<file path="src/tcc_pkg.sv">
`timescale 1ns / 1ps

package tcc_pkg;

	localparam int unsigned YEAR_W   = 12;
	localparam int unsigned MONTH_W  = 4;
	localparam int unsigned DAY_W    = 5;
	localparam int unsigned MILLIS_W = 27;
	localparam int unsigned WDAY_W   = 3;
	localparam int unsigned TICK_W   = 32;
	localparam int unsigned STEP_W   = 8;
	localparam int unsigned CFG_IDX_W = 1;

	localparam logic [MILLIS_W-1:0] DAY_MS      = 27'd86400000;
	localparam logic [YEAR_W-1:0]   YEAR_MAX    = 12'd4095;
	localparam logic [YEAR_W-1:0]   EPOCH_YEAR  = 12'd1980;
	localparam logic [YEAR_W-1:0]   RESET_YEAR  = 12'd1986;
	localparam logic [MONTH_W-1:0]  RESET_MONTH = 4'd4;
	localparam logic [DAY_W-1:0]    RESET_DAY   = 5'd8;
	localparam logic [STEP_W-1:0]   RESET_NORMAL_STEP    = 8'd15;
	localparam logic [STEP_W-1:0]   RESET_CORRECTED_STEP = 8'd20;

	localparam logic [CFG_IDX_W-1:0] REG_NORMAL_STEP    = 1'b0;
	localparam logic [CFG_IDX_W-1:0] REG_CORRECTED_STEP = 1'b1;

	localparam logic CMD_TICK = 1'b0;
	localparam logic CMD_SET  = 1'b1;

	typedef struct packed {
		logic                command;
		logic [YEAR_W-1:0]   set_year;
		logic [MONTH_W-1:0]  set_month;
		logic [DAY_W-1:0]    set_day;
		logic [MILLIS_W-1:0] set_millis;
	} cmd_item_t;

	typedef struct packed {
		logic [YEAR_W-1:0]   year_now;
		logic [MONTH_W-1:0]  month_now;
		logic [DAY_W-1:0]    day_now;
		logic [MILLIS_W-1:0] millis_now;
		logic [WDAY_W-1:0]   weekday_now;
		logic [TICK_W-1:0]   ticks_total;
	} res_item_t;

	function automatic logic [DAY_W-1:0] month_len(
		input logic [MONTH_W-1:0] month,
		input logic [YEAR_W-1:0]  year
	);
		logic century;
		logic quad;
		logic [DAY_W-1:0] n;
		century = 1'b0;
		quad    = 1'b0;
		for (int k = 0; k <= 40; k++) begin
			if (year == YEAR_W'(k * 100)) century = 1'b1;
		end
		for (int k = 0; k <= 10; k++) begin
			if (year == YEAR_W'(k * 400)) quad = 1'b1;
		end
		if (month == 4'd2) begin
			n = 5'd28 + {4'd0, (year[1:0] == 2'd0)} - {4'd0, century} + {4'd0, quad};
		end else begin
			n = 5'd30 + {4'd0, ((month > 4'd7) ^ month[0])};
		end
		return n;
	endfunction

	function automatic logic [8:0] days_before(input logic [MONTH_W-1:0] month);
		logic [8:0] d;
		case (month)
			4'd1:    d = 9'd0;
			4'd2:    d = 9'd31;
			4'd3:    d = 9'd59;
			4'd4:    d = 9'd90;
			4'd5:    d = 9'd120;
			4'd6:    d = 9'd151;
			4'd7:    d = 9'd181;
			4'd8:    d = 9'd212;
			4'd9:    d = 9'd243;
			4'd10:   d = 9'd273;
			4'd11:   d = 9'd304;
			4'd12:   d = 9'd334;
			default: d = 9'd0;
		endcase
		return d;
	endfunction

	function automatic logic [WDAY_W-1:0] mod7(input logic [11:0] v);
		logic [4:0] s;
		logic [3:0] t;
		s = {2'd0, v[2:0]} + {2'd0, v[5:3]} + {2'd0, v[8:6]} + {2'd0, v[11:9]};
		t = {1'b0, s[2:0]} + {2'd0, s[4:3]};
		if (t >= 4'd7) t = t - 4'd7;
		return t[2:0];
	endfunction

	function automatic logic [WDAY_W-1:0] weekday(
		input logic [YEAR_W-1:0]  year,
		input logic [MONTH_W-1:0] month,
		input logic [DAY_W-1:0]   day
	);
		logic [11:0] y;
		logic [11:0] sum;
		logic [WDAY_W-1:0] w;
		y = year - EPOCH_YEAR;
		sum = y + ((y + 12'd3) >> 2) + {3'd0, days_before(month)} + {7'd0, day} + 12'd1
			+ {11'd0, (y[1:0] == 2'd0) && (month > 4'd2)};
		if (year < EPOCH_YEAR || month < 4'd1 || month > 4'd12) begin
			w = '0;
		end else begin
			w = mod7(sum);
		end
		return w;
	endfunction

endpackage

</file>
<file path="src/tcc_if.sv">
`timescale 1ns / 1ps

interface tcc_cmd_if import tcc_pkg::*; ();
	logic      valid;
	logic      ready;
	cmd_item_t data;

	modport source (output valid, output data, input ready);
	modport sink (input valid, input data, output ready);
endinterface

interface tcc_res_if import tcc_pkg::*; ();
	logic      valid;
	logic      ready;
	res_item_t data;

	modport source (output valid, output data, input ready);
	modport sink (input valid, input data, output ready);
endinterface

</file>
<file path="src/tick_calendar_clock_unit.sv">
`timescale 1ns / 1ps
// An accepted cmd beat updates the state registers and valid_s1; the res stage then registers its snapshot.
// Throughput: one beat per cycle; cmd.ready drops only while res is stalled and full.
// State is updated in the accept cycle, weekday is formed in the result stage.
// Reset (arst_n low, async): 1986-04-08 00:00:00.000, tick count 0,
// steps 15 ms and 20 ms, pipeline empty.
module tick_calendar_clock_unit import tcc_pkg::*; #(
	parameter int unsigned CORRECTION_PERIOD_LOG2 = 3
) (
	input  logic                 clk,
	input  logic                 arst_n,
	input  logic                 cfg_we,
	input  logic [CFG_IDX_W-1:0] cfg_idx,
	input  logic [STEP_W-1:0]    cfg_data,
	tcc_cmd_if.sink              cmd,
	tcc_res_if.source            res
);

	logic [STEP_W-1:0]   normal_step_q;
	logic [STEP_W-1:0]   corrected_step_q;
	logic [MILLIS_W-1:0] millis_q;
	logic [DAY_W-1:0]    day_q;
	logic [MONTH_W-1:0]  month_q;
	logic [YEAR_W-1:0]   year_q;
	logic [TICK_W-1:0]   tick_q;
	logic                valid_s1;
	logic                res_valid_q;
	res_item_t           res_data_q;

	logic                ready_s2;
	logic                ready_s1;
	logic                accept;
	logic [TICK_W-1:0]   tick_inc;
	logic [STEP_W-1:0]   step;
	logic [MILLIS_W-1:0] msum;
	logic [MILLIS_W-1:0] set_ms;
	logic [DAY_W:0]      day_inc;
	logic [MONTH_W:0]    month_inc;
	logic                roll;
	logic [MILLIS_W-1:0] millis_d;
	logic [DAY_W-1:0]    day_d;
	logic [MONTH_W-1:0]  month_d;
	logic [YEAR_W-1:0]   year_d;
	logic [TICK_W-1:0]   tick_d;

	assign ready_s2  = !res_valid_q || res.ready;
	assign ready_s1  = !valid_s1 || ready_s2;
	assign cmd.ready = ready_s1;
	assign accept    = cmd.valid && ready_s1;
	assign res.valid = res_valid_q;
	assign res.data  = res_data_q;

	always_comb begin
		tick_inc  = tick_q + 1'b1;
		step      = (|tick_inc[CORRECTION_PERIOD_LOG2-1:0]) ? normal_step_q : corrected_step_q;
		msum      = millis_q + MILLIS_W'(step);
		set_ms    = (cmd.data.set_millis >= DAY_MS) ? cmd.data.set_millis - DAY_MS
			: cmd.data.set_millis;
		day_inc   = {1'b0, day_q} + 1'b1;
		month_inc = {1'b0, month_q} + 1'b1;
		roll      = (day_inc > 6'd28) && (day_inc > {1'b0, month_len(month_q, year_q)});

		millis_d = millis_q;
		day_d    = day_q;
		month_d  = month_q;
		year_d   = year_q;
		tick_d   = tick_q;
		if (cmd.data.command == CMD_SET) begin
			millis_d = set_ms;
			day_d    = cmd.data.set_day;
			month_d  = cmd.data.set_month;
			year_d   = cmd.data.set_year;
		end else begin
			tick_d = tick_inc;
			if (msum >= DAY_MS) begin
				millis_d = msum - DAY_MS;
				if (roll) begin
					day_d = 5'd1;
					if (month_inc > 5'd12) begin
						month_d = 4'd1;
						if (year_q < YEAR_MAX) year_d = year_q + 1'b1;
					end else begin
						month_d = month_inc[MONTH_W-1:0];
					end
				end else begin
					day_d = day_inc[DAY_W-1:0];
				end
			end else begin
				millis_d = msum;
			end
		end
	end

	always_ff @(posedge clk or negedge arst_n) begin
		if (!arst_n) begin
			normal_step_q    <= RESET_NORMAL_STEP;
			corrected_step_q <= RESET_CORRECTED_STEP;
		end else if (cfg_we) begin
			case (cfg_idx)
				REG_NORMAL_STEP:    normal_step_q <= cfg_data;
				REG_CORRECTED_STEP: corrected_step_q <= cfg_data;
				default: ;
			endcase
		end
	end

	always_ff @(posedge clk or negedge arst_n) begin
		if (!arst_n) begin
			millis_q <= '0;
			day_q    <= RESET_DAY;
			month_q  <= RESET_MONTH;
			year_q   <= RESET_YEAR;
			tick_q   <= '0;
			valid_s1 <= 1'b0;
		end else begin
			if (accept) begin
				millis_q <= millis_d;
				day_q    <= day_d;
				month_q  <= month_d;
				year_q   <= year_d;
				tick_q   <= tick_d;
			end
			if (ready_s1) valid_s1 <= cmd.valid;
		end
	end

	// state registers hold the snapshot of the beat in stage one until it moves on
	always_ff @(posedge clk or negedge arst_n) begin
		if (!arst_n) begin
			res_valid_q <= 1'b0;
		end else if (ready_s2) begin
			res_valid_q <= valid_s1;
		end
	end

	always_ff @(posedge clk) begin
		if (ready_s2 && valid_s1) begin
			res_data_q.year_now    <= year_q;
			res_data_q.month_now   <= month_q;
			res_data_q.day_now     <= day_q;
			res_data_q.millis_now  <= millis_q;
			res_data_q.weekday_now <= weekday(year_q, month_q, day_q);
			res_data_q.ticks_total <= tick_q;
		end
	end

endmodule

</file>
<file path="src/flat_wrapper.sv">
// flat-port wrapper written by rule: the top's interface ports become plain ports
module tick_calendar_clock_unit_flat import tcc_pkg::*;
#(
	parameter int unsigned CORRECTION_PERIOD_LOG2 = 3
)
  (clk, arst_n, cfg_we, cfg_idx, cfg_data, cmd_valid, cmd_data, cmd_ready, res_valid, res_data, res_ready);
  tcc_cmd_if cmd_i ();
  tcc_res_if res_i ();
  input  logic clk;
  input  logic arst_n;
  input  logic cfg_we;
  input  logic [CFG_IDX_W-1:0] cfg_idx;
  input  logic [STEP_W-1:0] cfg_data;
  input wire logic [$bits(cmd_i.valid)-1:0] cmd_valid;
  input wire logic [$bits(cmd_i.data)-1:0] cmd_data;
  output wire logic [$bits(cmd_i.ready)-1:0] cmd_ready;
  output wire logic [$bits(res_i.valid)-1:0] res_valid;
  output wire logic [$bits(res_i.data)-1:0] res_data;
  input wire logic [$bits(res_i.ready)-1:0] res_ready;
  assign cmd_i.valid = cmd_valid;
  assign cmd_i.data = cmd_data;
  assign cmd_ready = cmd_i.ready;
  assign res_valid = res_i.valid;
  assign res_data = res_i.data;
  assign res_i.ready = res_ready;
  tick_calendar_clock_unit #(.CORRECTION_PERIOD_LOG2(CORRECTION_PERIOD_LOG2)) u_core (.clk(clk), .arst_n(arst_n), .cfg_we(cfg_we), .cfg_idx(cfg_idx), .cfg_data(cfg_data), .cmd(cmd_i), .res(res_i));
endmodule
</file>
<file path="config.mk">
export PLATFORM = sky130hd
export DESIGN_NAME = tick_calendar_clock_unit_flat
export DESIGN_NICKNAME = d
export VERILOG_FILES = /design/src/tcc_pkg.sv /design/src/tcc_if.sv /design/src/tick_calendar_clock_unit.sv /design/src/flat_wrapper.sv
export SDC_FILE = /design/constraint.sdc
export NUM_CORES = 1
export LEC_CHECK = 0
export BUFFER_PORTS_ARGS = -buffer_cell sky130_fd_sc_hd__clkbuf_2
export CORE_MARGIN = 10
export CORE_UTILIZATION = 59
export CTS_CLUSTER_SIZE = 28
export DETAILED_ROUTE_END_ITERATION = 7
export PLACE_DENSITY = 0.81
export SYNTH_ARGS = -nofsm -noshare
export SYNTH_HDL_FRONTEND = slang
export SYNTH_SLANG_ARGS = --single-unit
</file>
<file path="constraint.sdc">
create_clock -name clk -period 20.7 [get_ports clk]
set_input_delay 4.14 -clock clk [delete_from_list [all_inputs] [get_ports clk]]
set_output_delay 4.14 -clock clk [all_outputs]
set_load 0.05 [all_outputs]
</file>
Word level (Yosys, flattened, before mapping)
Memory sizes are Yosys's and may differ from the RTL's.
Cells that the tools add are included.

storage, ports and cells
  register bits after elaboration = 181
  ROM bits = 144
  bits of input ports = 63
  output and inout bits = 85
  word-level logic and storage cells = 189
  memories kept = 1

cells by class
  $add $sub $neg = 23
  magnitude comparators = 12
  eq/ne operators = 41
  multiplexer cells = 70
  bitwise operators = 3
  reduce and logical (&&, ||, !) cells = 24

memory list
  name              depth  width  read ports  clocked after memory_dff  wr ports  RTL line       text
  (name not given)  16     9      1           0                         0         tcc_pkg.sv:71  case (month)

operator list
  operator                                                   count
  equality test 12 bit, second input constant                20
  equality test 12 x 11 -> 1 bit, second input constant      10
  two-way mux 27 bit                                         3
  equality test 12 x 10 -> 1 bit, second input constant      5
  two-way mux 12 bit                                         5
  greater-or-equal comparator 27 bit, second input constant  2
  subtractor 27 bit, second input constant                   2
  two-way mux 1 bit                                          51
  equality test 12 x 9 -> 1 bit, second input constant       3
  adder 32 x 1 -> 32 bit, second input constant              1
  adder 27 x 8 -> 27 bit                                     1
  adder 12 x 1 -> 12 bit, second input constant              2
  two-way mux 5 bit                                          4
  two-way mux 4 bit                                          4
  adder 12 x 1 -> 12 bit                                     1
  adder 12 x 10 -> 12 bit                                    1
  adder 12 x 2 -> 12 bit, second input constant              1
  adder 12 x 5 -> 12 bit                                     1
  adder 12 x 9 -> 12 bit                                     1
  equality test 12 x 7 -> 1 bit, second input constant       1
  equality test 12 x 8 -> 1 bit, second input constant       1
  zero test 12 bit                                           1
  < comparator 12 x 11 -> 1 bit, second input constant       1
  < comparator 12 bit, second input constant                 1
  34 further kinds                                           50

Longest topological paths before layout
  word-level depth = 50
  gate-level depth with buffers = 34
  gate-level depth less buffers = 33

Worst setup path before layout
Ideal clock, no wire load.

  path kind = in2out
  start = input res_ready
  end = output cmd_ready
  arrival = 4.649 ns
  required time = 16.560 ns
  slack = 11.911 ns
  stages on the path = 1
  path buffers = 0
  cells stage by stage = nand3b_1

between the ends
  longest elaborated chain between the ends = 2

ends and longest elaborated chain
  what              RTL line                        text
  start, declared   flat_wrapper.sv:19              input wire logic [$bits(res_i.ready)-1:0] res_ready;
  logical OR 1 bit  tick_calendar_clock_unit.sv:46  assign ready_s2 = !res_valid_q || res.ready;
  logical OR 1 bit  tick_calendar_clock_unit.sv:47  assign ready_s1 = !valid_s1 || ready_s2;
  end, declared     flat_wrapper.sv:16              output wire logic [$bits(cmd_i.ready)-1:0] cmd_ready;

Every way passes these cells.

Final worst setup path
Same ends and word-level chain as after synthesis.

==> results by group <==
Routing
  • DRC Markers: 0
  • Initial DRC count: 924
  • DRT Pass-1 Iters: 6
  • Wire length per cell: 18.78 um
  • DR vias: 9714
  • Total wire length: 29860 um
  • Routed vias/inst: 6.109
  • Final antenna-violating net count: 0

Setup path
  • Worst Setup End Kind: primary output
  • Worst path max stage delay: 0.28 ns
  • Worst Setup Path Type: in2out
  • Most numerous cell on the critical path: clkbuf_2
  • CP max stage cell: clkbuf_2
  • Crit path required time: 16.56 ns
  • CP top delay family: buffers and inverters
  • Reg2reg start: u_core.year_q[5]$_DFFE_PN0P_
  • Startpoint Class: primary input
  • Critical path fanouts, max: 5
  • Bufs and invs on worst path: 2
  • CP startpoint: res_ready
  • CP Data Arrival Time: 4.72 ns
  • Cells along the critical path: clkbuf_2 -> nand3b_1 -> clkbuf_2

Synth
  • Syn nets: 1350
  • Sequential fraction of the synthesis area: 41.71%
  • EDFF count, synth: 83
  • Yosys Warn Count: 0
  • Top FF cell, synth: dfrtp_1
  • Synth area leader: edfxtp_1
  • Synth Instances: 1201
  • Fraction of registers with async set or reset after synthesis: 54.14%
  • Yosys cell types: 78
  • Area contributors post-synth: edfxtp_1 21%, dfrtp_1 18%, ha_1 6.9%
  • Cell Area, Synth: 11900 um^2
  • Post-Syn Area per Cell: 9.906 um^2
  • Share of the synthesized area in the top cell type: 20.95%
  • Yosys reg bits: 181

Timing
  • Worst slew pin tran: 1.113 ns
  • Crit path time final: 8.855 ns
  • Fmax: 112.9 MHz
  • PnR worst setup slack: 11.85 ns
  • Max-slew violation count: 0
  • Final period util: 42.78%
  • Worst Skew: 0.01350 ns
  • RSZ-0062 raised after global routing: false
  • Relative slew slack: 25.83%
  • Final setup fails: 0
  • Final hold violation count: 0
  • TNS Setup: 0 ns

GRT
  • Vias in the first global route: 9510
  • Overall Global Routing Usage: 22.37%
  • First-pass GRT wire length: 48100 um
  • Initial antenna violation count: 2
  • Largest net degree at the start of global routing: 84
  • Congestion Overflow GR: 0

Die
  • Die width: 162.0 um
  • Core Box Area: 19650 um^2
  • Die Area: 26250 um^2
  • # IOs: 148
  • Effective utilization at floorplan: 60.54%
  • Die height: 162.0 um
  • Num rows: 51

Final layout
  • Area growth syn-to-layout: 12.39%
  • Final Cell Area: 13370 um^2
  • Layout cells sized above 1: 18.13%
  • Most frequent cells in the layout: 146 x clkbuf_2, 99 x nand2_1, 84 x dfrtp_1
  • Most common cell after layout, fill and taps aside: clkbuf_2
  • Finished Layout Cells: 1590
  • Final nets: 1460

Placement
  • Port Buffers: 147
  • Placer Congestion: 0.9256
  • Placed instance count: 1557
  • Pre-CTS WS: 11.85 ns
  • Dpl hpwl: 21780 um
  • Dpl cell area: 12770 um^2

CTS
  • Root Buffer: clkbuf_16
  • Clock-pin slew on the worst setup and hold paths: 0.07 ns
  • Skew-Pair Late Insertion Delay: 0.43 ns
  • Setup repair bufs after CTS: 0
  • Max Root-Sink Buffers: 2
  • Cts repair resizes: 0
  • H-tree Lvls: 4
  • CTS buffer count: 17
  • Clock net sink count: 181
  • CTS tree: yes
  • CTS Hold Bufs: 0

Min path
  • Min-delay src: u_core.tick_q[31]$_DFFE_PN0P_
  • Min-delay worst type: reg2reg

Run
  • Max-cap violations: 0

Status
  • Status: finished clean
==> cell families after synthesis <==
group           count (synthesis)  share of synthesized area [%]
xor+xnor                      105                          7.793
fa+ha+maj                      86                          10.31
mux                            47                          4.343
compound gates                291                          16.02
simple gates                  382                          16.30
flops                         181                          41.71
buf+inv                       109                          3.533
==> cells in the mapped netlist, types with 5 or more instances <==
cell,number
nor4b_1,5
nor2b_1,11
a21o_1,18
nand3_1,52
o211ai_1,18
o22ai_1,9
nand2_1,99
o21ai_1,5
o21ai_0,80
a211oi_1,6
fa_1,20
nand4_1,17
a21oi_1,60
a31oi_1,10
nor2_1,75
edfxtp_1,83
or3_1,5
mux2_2,27
mux2i_1,19
ha_1,66
dfrtp_1,84
nand2b_1,10
dfstp_2,14
or4_1,6
nor4_1,10
nand3b_1,6
nand4b_1,5
clkbuf_1,53
o21a_1,9
and2_1,13
o31ai_1,6
xor2_1,36
buf_1,6
nor3_1,31
a22oi_1,15
and3_1,19
nor3b_1,5
xnor2_1,68
inv_1,45
==> worst register-to-register path, delay by kind of cell (launching register included) <==
family                     cells  cell delay, ns
AOI/OAI and AO/OA              6            0.97
xor gates and xnor gates       4            0.82
adders and majority gates      9            3.34
buffers and inverters          2            0.47
DFF                            1            0.73
muxes                          2            0.49
and+or+nand+nor                4            0.80
==> through the flow <==
step           hold slack (ns)  util [%]
3_3_place_gp            0.4571     65.00
3_5_place_dp            0.4704     65.00
6_report                0.4767     68.04
2_1_floorplan           0.4231         -
5_1_grt                 0.5037     68.02
4_1_cts                 0.4798     68.02
==> path summary, 6_finish.rpt <==
check                                                               to  slack, ns  cells after the start
min in group asynchronous       u_core.corrected_step_q[0]$_DFFE_PN0P_       3.59                      1
max in group asynchronous              u_core.millis_q[17]$_DFFE_PN0P_      15.75                      2
worst max register to register       u_core.res.data[33]$_SDFFCE_PP0P_      12.85                     27
worst max-delay path                                         cmd_ready      11.85                      3
worst min-delay path                     u_core.tick_q[31]$_DFFE_PN0P_       0.48                      1
worst min register to register           u_core.tick_q[31]$_DFFE_PN0P_       0.48                      1
==> area by class of cell <==
| type | instances | area [um^2] |
|---|---|---|
| clock buffers | 18 | 429.2 |
| fillers | 1516 | 6282 |
| well taps | 265 | 331.6 |
| repair buffers | 154 | 790.8 |
| multi-input cells | 911 | 6518 |
| inverters | 46 | 172.7 |
| diodes | 1 | 2.502 |
| clock inverters | 14 | 165.2 |
| flip-flops and latches | 181 | 4962 |
==> registers in the layout (all words and copies together) (netlist names) <==
signal and flops:
u_core.tick_q 32, u_core.valid_s1 1, u_core.res.data 83, u_core.millis_q 27, u_core.normal_step_q 8, u_core.corrected_step_q 8, u_core.res.valid 1, u_core.year_q 12
u_core.day_q 5, u_core.month_q 4
==> layer usage <==
metal	track usage (%)	part of all wire, %	routed length [um]
met2	38.71	51	15090
met4	9.305	3.2	970
met5	0	0.044	13
met1	26.61	40	11810
met3	4.449	6.6	1973
Power is left out: the tool's default activity adds up to more than one toggle a clock period on the data nets, which glitch-free logic cannot reach.
